**src/rtl/core/psf_pkg.sv**
```systemverilog
// psf_pkg: shared widths, codes and defaults of the png sub filter codec
// no dependencies; imported by png_sub_filter_codec, psf_checker and png_sub_filter_codec_test
`timescale 1ns / 1ps

package psf_pkg;

    // field and register widths
    localparam int BYTE_W  = 8;
    localparam int LEN_W   = 15;
    localparam int POS_W   = 15;
    localparam int CFG_A_W = 1;
    localparam int CFG_D_W = 15;
    localparam int USER_W  = 2;

    // parameter defaults
    localparam int BYTES_PER_PIXEL_DEF = 4;
    localparam int MAX_LINE_BYTES_DEF  = 16385;

    // configuration register indexes
    localparam logic [CFG_A_W-1:0] CFG_SCANLINE_LENGTH = 1'b0;
    localparam logic [CFG_A_W-1:0] CFG_DIRECTION       = 1'b1;

    // register reset values
    localparam logic [LEN_W-1:0] LEN_RESET = 15'd5;

    // direction codes
    localparam logic DIR_UNDO  = 1'b0;
    localparam logic DIR_APPLY = 1'b1;

    // filter type byte values
    localparam logic [BYTE_W-1:0] TYPE_NONE = 8'd0;
    localparam logic [BYTE_W-1:0] TYPE_SUB  = 8'd1;

    // line filter state
    typedef logic [1:0] line_filter_t;
    localparam line_filter_t FILT_NONE = 2'd0;
    localparam line_filter_t FILT_SUB  = 2'd1;
    localparam line_filter_t FILT_BAD  = 2'd2;

endpackage

```
**src/rtl/core/png_sub_filter_codec.sv**
```systemverilog
// png_sub_filter_codec: one request in, one result out, per scanline byte
// for an rgba8 png stream; undoes or applies the sub filter
// depends on psf_pkg
//
// usage: each byte of the decompressed stream (type byte first, then the
// samples of the line) enters on s_tdata. every accepted byte yields one
// result on m_tdata; m_tuser[0] marks a filter type byte, m_tuser[1] is the
// sticky unsupported-filter flag. cfg_wr_en writes scanline_length (index 0)
// or direction (index 1, 0 undo, 1 apply) at a rising edge; write only while
// the block is idle.
// the result is registered: m_tvalid rises in the cycle after accept. throughput: one byte per cycle
// while the receiver does not stall, set by the single add/subtract against the pixel history registers.
// stall: s_tready follows m_tready whenever a result is held, so a stalled
// receiver stops input with no loss; the held result stays stable.
// reset (aresetn low, synchronous): the next byte is a type byte, the error
// flag clears, scanline_length returns to 5 and direction to undo. the
// history registers hold no reset value; every slot is written in a line
// before it is read.
`timescale 1ns / 1ps

module png_sub_filter_codec #(
    parameter int BYTES_PER_PIXEL = psf_pkg::BYTES_PER_PIXEL_DEF,
    parameter int MAX_LINE_BYTES  = psf_pkg::MAX_LINE_BYTES_DEF
) (
    input  logic                          aclk,
    input  logic                          aresetn,
    // configuration write port
    input  logic                          cfg_wr_en,
    input  logic [psf_pkg::CFG_A_W-1:0]   cfg_addr,
    input  logic [psf_pkg::CFG_D_W-1:0]   cfg_wr_data,
    // input stream
    input  logic                          s_tvalid,
    output logic                          s_tready,
    input  logic [psf_pkg::BYTE_W-1:0]    s_tdata,   // [7:0] data_byte
    // result stream
    output logic                          m_tvalid,
    input  logic                          m_tready,
    output logic [psf_pkg::BYTE_W-1:0]    m_tdata,   // [7:0] out_byte
    output logic [psf_pkg::USER_W-1:0]    m_tuser    // [0] is_type_byte, [1] bad_filter
);

    import psf_pkg::*;

    localparam int SLOT_W = (BYTES_PER_PIXEL > 1) ? $clog2(BYTES_PER_PIXEL) : 1;
    localparam logic [SLOT_W-1:0] SLOT_LAST = SLOT_W'(BYTES_PER_PIXEL - 1);
    localparam logic [POS_W:0]    MAX_LEN   = (POS_W + 1)'(MAX_LINE_BYTES);

    // configuration registers
    logic [LEN_W-1:0] scanline_length_reg;
    logic             direction_reg;

    // line state
    logic [POS_W-1:0]  line_position_reg, line_position_next;
    line_filter_t      line_filter_reg, line_filter_next;
    logic [SLOT_W-1:0] slot_reg, slot_next;
    logic              first_pixel_reg, first_pixel_next;
    logic              error_seen_reg, error_seen_next;
    logic [BYTE_W-1:0] pixel_history [BYTES_PER_PIXEL];

    // result register
    logic              m_tvalid_reg;
    logic [BYTE_W-1:0] out_byte_reg, out_byte_next;
    logic              is_type_reg, is_type_next;

    logic              s_fire;
    logic              hist_we;
    logic [BYTE_W-1:0] hist_wdata;
    logic [BYTE_W-1:0] hist_rdata;
    logic [POS_W:0]    pos_inc;
    logic [POS_W:0]    len_eff;

    assign s_tready = !m_tvalid_reg || m_tready;
    assign s_fire   = s_tvalid && s_tready;

    // configuration writes
    always_ff @(posedge aclk) begin
        if (!aresetn) begin
            scanline_length_reg <= LEN_RESET;
            direction_reg       <= DIR_UNDO;
        end else if (cfg_wr_en) begin
            unique case (cfg_addr)
                CFG_SCANLINE_LENGTH: scanline_length_reg <= cfg_wr_data[LEN_W-1:0];
                CFG_DIRECTION:       direction_reg       <= cfg_wr_data[0];
                default:             ;
            endcase
        end
    end

    // effective line length, capped at the maximum
    always_comb begin
        len_eff = {1'b0, scanline_length_reg};
        if (len_eff > MAX_LEN) begin
            len_eff = MAX_LEN;
        end
    end

    assign hist_rdata = pixel_history[slot_reg];

    // per byte conversion
    always_comb begin
        line_filter_next = line_filter_reg;
        error_seen_next  = error_seen_reg;
        slot_next        = slot_reg;
        first_pixel_next = first_pixel_reg;
        out_byte_next    = s_tdata;
        is_type_next     = 1'b0;
        hist_we          = 1'b0;
        hist_wdata       = s_tdata;

        if (line_position_reg == '0) begin
            // type byte starts a line
            is_type_next     = 1'b1;
            slot_next        = '0;
            first_pixel_next = 1'b1;
            if (s_tdata == TYPE_NONE) begin
                line_filter_next = FILT_NONE;
            end else if (s_tdata == TYPE_SUB) begin
                line_filter_next = FILT_SUB;
            end else begin
                line_filter_next = FILT_BAD;
                error_seen_next  = 1'b1;
            end
        end else begin
            if (line_filter_reg == FILT_SUB) begin
                hist_we = 1'b1;
                if (!first_pixel_reg) begin
                    if (direction_reg == DIR_UNDO) begin
                        out_byte_next = s_tdata + hist_rdata;
                        hist_wdata    = s_tdata + hist_rdata;
                    end else begin
                        out_byte_next = s_tdata - hist_rdata;
                    end
                end
            end
            // track sample slot within the pixel
            if (slot_reg == SLOT_LAST) begin
                slot_next        = '0;
                first_pixel_next = 1'b0;
            end else begin
                slot_next = slot_reg + 1'b1;
            end
        end

        // advance line position
        pos_inc = {1'b0, line_position_reg} + 1'b1;
        if (pos_inc >= len_eff) begin
            line_position_next = '0;
        end else begin
            line_position_next = pos_inc[POS_W-1:0];
        end
    end

    // line state registers
    always_ff @(posedge aclk) begin
        if (!aresetn) begin
            line_position_reg <= '0;
            line_filter_reg   <= FILT_NONE;
            slot_reg          <= '0;
            first_pixel_reg   <= 1'b1;
            error_seen_reg    <= 1'b0;
        end else if (s_fire) begin
            line_position_reg <= line_position_next;
            line_filter_reg   <= line_filter_next;
            slot_reg          <= slot_next;
            first_pixel_reg   <= first_pixel_next;
            error_seen_reg    <= error_seen_next;
        end
    end

    // pixel history, holds unfiltered bytes
    always_ff @(posedge aclk) begin
        if (s_fire && hist_we) begin
            pixel_history[slot_reg] <= hist_wdata;
        end
    end

    // result register
    always_ff @(posedge aclk) begin
        if (!aresetn) begin
            m_tvalid_reg <= 1'b0;
        end else if (s_tready) begin
            m_tvalid_reg <= s_tvalid;
        end
    end

    always_ff @(posedge aclk) begin
        if (s_fire) begin
            out_byte_reg <= out_byte_next;
            is_type_reg  <= is_type_next;
        end
    end

    assign m_tvalid = m_tvalid_reg;
    assign m_tdata  = out_byte_reg;
    assign m_tuser  = {error_seen_reg, is_type_reg};

endmodule

```
**config.mk**
```make
export PLATFORM = sky130hd
export DESIGN_NAME = png_sub_filter_codec
export DESIGN_NICKNAME = d
export VERILOG_FILES = /design/src/rtl/core/psf_pkg.sv /design/src/rtl/core/png_sub_filter_codec.sv
export SDC_FILE = /design/constraint.sdc
export NUM_CORES = 1
export LEC_CHECK = 0
export BUFFER_PORTS_ARGS = -buffer_cell sky130_fd_sc_hd__buf_2
export CAP_MARGIN = 15
export CORE_MARGIN = 2
export CORE_UTILIZATION = 50
export CTS_BUF_LIST = sky130_fd_sc_hd__clkbuf_4 sky130_fd_sc_hd__clkbuf_8 sky130_fd_sc_hd__clkbuf_16
export CTS_CLUSTER_DIAMETER = 120
export CTS_CLUSTER_SIZE = 12
export DETAILED_ROUTE_END_ITERATION = 12
export GPL_ROUTABILITY_DRIVEN = 0
export GPL_TIMING_DRIVEN = 0
export PLACE_DENSITY = 0.69
export SKIP_LAST_GASP = 1
export SLEW_MARGIN = 20
export SYNTH_ARGS = -nofsm -noshare
export SYNTH_HDL_FRONTEND = slang
export SYNTH_SLANG_ARGS = --single-unit
export TNS_END_PERCENT = 5
```
**constraint.sdc**
```tcl
create_clock -name aclk -period 3.9 [get_ports aclk]
set_clock_uncertainty 0.1 [all_clocks]
set_input_delay 0.39 -clock aclk [delete_from_list [all_inputs] [get_ports aclk]]
set_output_delay 0.39 -clock aclk [all_outputs]
set_load 0.03 [all_outputs]
```
==> results of run 1 <==
## synthesized netlist by cell type (all sizes together), types with 2 or more instances
cell,n
nor2,16
nor3b,3
fa,2
o21bai,2
a21oi,15
and2,7
dfxtp,40
clkbuf,15
buf,7
o21ai,29
nor4,7
nand4,8
inv,29
nor2b,8
nand3b,2
nand2b,10
o21a,2
a31oi,2
mux4,8
o22ai,2
a21boi,17
nor4b,2
nor3,9
or4,2
a21o,6
and3,5
xnor2,17
ha,36
xor2,7
edfxtp,41
or3,2
nand2,87
nand3,11
## metal layers
metal  routed length [um]  vias up  track usage
met5                    0        -            0
met4                  221        0       0.0738
met3                  292       19       0.0411
met2                 4620       50        0.344
met1                 4510     1642        0.258
li1                     -     1767            -
## worst min-delay path by stage
stage                               to  slack (ns)  depth (start not counted)
2_1_floorplan   scanline_length_reg[0]        0.33                          2
3_3_place_gp    scanline_length_reg[0]        0.35                          2
3_5_place_dp    scanline_length_reg[0]        0.35                          2
4_1_cts         scanline_length_reg[2]        0.14                          3
5_1_grt        scanline_length_reg[14]        0.17                          3
6_report        scanline_length_reg[2]        0.15                          3
## worst min-delay path, delay by kind of cell
family	cells	cell delay (ns)
buf+inv	1	0.08
simple gates	2	0.12
## where the power goes
part	switching [W]	internal, W	total [W]
Clock	0.000351	0.000250	0.000601
Combinational	0.000150	0.000103	0.000253
Sequential	0.0000137	0.000915	0.000928
Total	0.000515	0.00127	0.00178
## cell families (layout without fill, tap and decap cells)
logic type                 Yosys count  in the layout  synth area share
and+or+nand+nor                    181            181             0.188
buffers and inverters               51            107            0.0460
muxes                               10             10            0.0496
DFF                                 81             81             0.442
AOI/OAI and AO/OA                   87             87             0.121
xor gates and xnor gates            24             24            0.0457
adders and majority gates           38             38             0.107
## cell type report
type                    instances  area (um2)  share of cell area
inverters                      29         109              0.0212
repair buffers                 40         200              0.0391
multi-input cells             340        2350               0.459
plain buffers                  22         104              0.0203
clock buffers                   9         124              0.0242
flip-flops and latches         81        2030               0.397
well taps                     108         135              0.0264
clock inverters                 7        67.6              0.0132
## stage by stage
step / utilization / setup WS (ns) / hold slack (ns)
finish: 0.582 / 0.403 / 0.151
global route: 0.582 / 0.0518 / 0.173
CTS: 0.582 / 0.221 / 0.144
detailed placement: 0.560 / 0.236 / 0.348
global placement: 0.560 / 0.324 / 0.350
floorplan: - / 0.926 / 0.332
## what timing repair did
item / 4_1_cts / 5_1_grt
endpoints found under the hold margin: 0 / 0
endpoints found under the setup margin: 0 / 9
resized for setup: 0 / 2
==> flow_summary.ini, run 1 <==
[sta]
fin_crit_ns = 3.50
period_share = 0.897
rsz0062_at_grt = false
setup_viol = 0
fmax_mhz = 286
hold_viol_final = 0
worst_pin_slew_ns = 0.699
max-slew-margin-rel = 0.530
slew_violations = 0
finalSetupTns_ns = 0

[layout]
largest_reg_flops = 32
fin_area_um2 = 5120
fin_nets = 590
final_cell_mix = nand2_1 (87), buf_2 (43), edfxtp_1 (41), dfxtp_1 (40), ha_1 (36)
final_layout_size_suffix_gt1_frac = 0.129
finalNonFillerCells = 636
n_antenna_cell = 0
nFillCells = 768
final_common_cell = nand2_1
area_growth_pct = 11.5

[setup_path]
timing.rr.end = line_position_reg[5]
crit_cells = 15
timing.rr.start = line_position_reg[0]
cp_cell_sequence = ha_1 > nand3_1 > nor2_1 > and2_1 > nand4_1 > xor2_1 > inv_1 > ha_1 > nand4_1 > nor3_1 > o211ai_1 > nand4_1 > clkbuf_2 > nor3_1 > a21o_1
cp-endpoint = line_position_reg[5]
cp_top_family = simple AND/OR/NAND/NOR gates
startpoint = line_position_reg[0]
slowest_stage = dfxtp_1
end_kind = flop
arrival_ns = 3.65
crit_required_ns = 4.06
reg2reg_depth = 15
crit_fanout = 10
crit_top_cell = nand4_1
rrSetupSlack_ns = 0.40
path_class = reg2reg
start_kind = flop
critPathMaxStageDelay_ns = 0.44
path_buf_inv = 2

[synthesis]
syn_avg_cell_area_um2 = 9.74
synth_edf_count = 41
async_reset_ff_frac = 0
synth-warning-count = 0
ys.flop_type = edfxtp_1
yosysTopAreaCellShare = 0.268
yosysTopAreaCell = edfxtp_1
syn_nets = 539
synth_area_leaders = edfxtp_1 (27%), dfxtp_1 (17%), ha_1 (9.8%)
syn_inst = 472
ys_seq_area_frac = 0.442
syn_area_um2 = 4600
synth_cell_types = 54
ys_ff_latch = 81

[clocking]
ctsHoldBuffers = 0
clock_path_buffers = 2
htreeDepth = 3
cts_tree = yes
clk_latency_ns = 0.36
clock-sinks = 81
numCtsBuffers = 9
post_cts_buffers = 0
clk_pin_slew_worst_paths_ns = 0.09
cts_root_buf = clkbuf_8

[floorplanning]
rows = 34
fp.dieArea_um2 = 9970
core_area_um2 = 8810
start_util = 0.522
die_h_um = 99.9
die_w_um = 99.9
io_pins = 41

[route]
wirelength_um = 9640
dr.pass1.iters = 4
vias = 3478
ant_nets = 0
drc = 0
wl_per_cell_um = 15.2
viasPerCell = 5.47
drt_iter0_drc = 109

[placed_design]
place_hpwl_um = 7400
dp.cells = 620
io_buffers = 40
place_area_um2 = 4930

[outcome]
status = finished, final reports clean

[power]
leakage_nw = 2.13
total_power_w = 0.00178
p_per_area_nw_per_um2 = 348
peakVddDrop_mv = 0.307

[min_path]
hp-class = in2reg
worstHoldStart = cfg_wr_data[2]

[global_routing]
grt_pass1_vias = 3356
antenna_found_initial = 0
grt_max_degree = 18
grt_overflow = 0
grt_pass1_wl_um = 15900
track_usage = 0.203

[job]
drv_cap = 0
(Power assumes the default switching activity.)
==> run 2, diff against run 1 <==
--- a/config.mk
+++ b/config.mk
@@ -15,7 +15,8 @@
 export DETAILED_ROUTE_END_ITERATION = 12
 export GPL_ROUTABILITY_DRIVEN = 0
 export GPL_TIMING_DRIVEN = 0
-export PLACE_DENSITY = 0.69
+export PLACE_DENSITY = 0.68
+export REMOVE_ABC_BUFFERS = 1
 export SKIP_LAST_GASP = 1
 export SLEW_MARGIN = 20
 export SYNTH_ARGS = -nofsm -noshare
==> flow_summary.ini, run 2 (synthesis results as in run 1) <==
[route]
vias = 3361
dr.pass1.iters = 4
drc = 0
wl_per_cell_um = 14.8
drt_iter0_drc = 119
viasPerCell = 5.46
ant_nets = 0
wirelength_um = 9100

[clocking]
htreeDepth = 3
cts_resized = 0
cts_root_buf = clkbuf_8
ctsHoldBuffers = 0
cts_tree = yes
post_cts_buffers = 0
numCtsBuffers = 9
clk_latency_ns = 0.35
clock-sinks = 81
clock_path_buffers = 2
clk_pin_slew_worst_paths_ns = 0.08

[power]
p_per_area_nw_per_um2 = 373
leakage_nw = 2.11
peakVddDrop_mv = 0.184
total_power_w = 0.00190

[sta]
fin_crit_ns = 3.39
fin_hold_ws_ns = 0.152
slew_violations = 0
hold_viol_final = 0
rsz0062_at_grt = false
setup_viol = 0
fmax_mhz = 295
max-slew-margin-rel = 0.364
finalSetupTns_ns = 0
period_share = 0.870
worst_pin_slew_ns = 0.953

[setup_path]
start_kind = flop
cp_cell_sequence = mux4_1 > inv_1 > ha_1 > nor3_1 > o21ai_0 > a31oi_1 > mux2i_1 > a21boi_0
timing.rr.end = pixel_history[2][7]
crit_fanout = 9
path_class = reg2reg
end_kind = flop
slowest_stage = mux4_1
rrSetupSlack_ns = 0.51
reg2reg_depth = 8
arrival_ns = 3.38
critPathMaxStageDelay_ns = 0.64
crit_required_ns = 3.89

[floorplanning]
io_pins = 41
die_w_um = 99.9
rows = 34
die_h_um = 99.9
start_util = 0.522
core_area_um2 = 8810
fp.dieArea_um2 = 9970

[placed_design]
io_buffers = 40
place_hpwl_um = 6750
dp.cells = 598

[layout]
fin_nets = 570
final_cell_mix = nand2_1 (87), edfxtp_1 (41), dfxtp_1 (40), buf_2 (40), ha_1 (36)
n_antenna_cell = 0
final_layout_size_suffix_gt1_frac = 0.122
final_common_cell = nand2_1
utilization = 0.578
finalNonFillerCells = 616
area_growth_pct = 10.7
largest_reg_flops = 32

[min_path]
worstHoldStart = cfg_wr_data[2]
hold_end = scanline_length_reg[2]
hp-class = in2reg
min_path_cells = 3

[global_routing]
grt_pass1_wl_um = 14900
grt_pass1_vias = 3093
grt_max_degree = 27
grt_overflow = 0
track_usage = 0.192
antenna_found_initial = 0

[job]
drv_cap = 0

[outcome]
status = finished, final reports clean
run 2: power by group:
| group | leakage, nW | switching, W | internal, W |
|---|---|---|---|
| combinational | 1.29 | 0.000140 | 0.0000981 |
| clock | 0.123 | 0.000316 | 0.000411 |
| sequential | 0.699 | 0.0000180 | 0.000915 |
run 2: layer usage:
metal | share of wire | track usage
met1 | 0.52 | 0.293
met2 | 0.42 | 0.275
met3 | 0.045 | 0.0299
met4 | 0.019 | 0.0759
met5 | 0 | 0
run 2: area by class of cell:
class,instances,area [um2]
sequential,81,2030
inverter,29,109
fill,780,3720
clock buffer,11,156
multi-input combinational,340,2350
tap,108,135
clock inverter,5,86.3
timing repair buffer,42,215
run 2: worst max path at each step:
stage	startpoint	cells past startpoint	to	slack, ns
after floorplan	line_position_reg[0]	14	line_position_reg[2]	0.96
after global placement	line_position_reg[0]	14	line_position_reg[5]	0.30
after detailed placement	line_position_reg[0]	14	line_position_reg[6]	0.26
after CTS	line_position_reg[0]	14	line_position_reg[6]	0.24
after global routing	line_position_reg[0]	15	line_position_reg[2]	0.33
final	flop	8	pixel_history[2][7]	0.51
run 2: worst max-delay path: cells and delay by family (launching register included):
family | cells | cell delay, ns
compound gates | 3 | 0.85
mux | 2 | 0.94
buf+inv | 1 | 0.08
fa+ha+maj | 1 | 0.33
simple gates | 1 | 0.21
flops | 1 | 0.62
run 2: metrics by stage:
stage                     setup slack, ns  instance area (um2)
after global placement              0.300                 4830
after CTS                           0.242                 5070
final                               0.506                 5090
after global routing                0.329                 5090
after detailed placement            0.257                 4830
after floorplan                     0.958                 4490
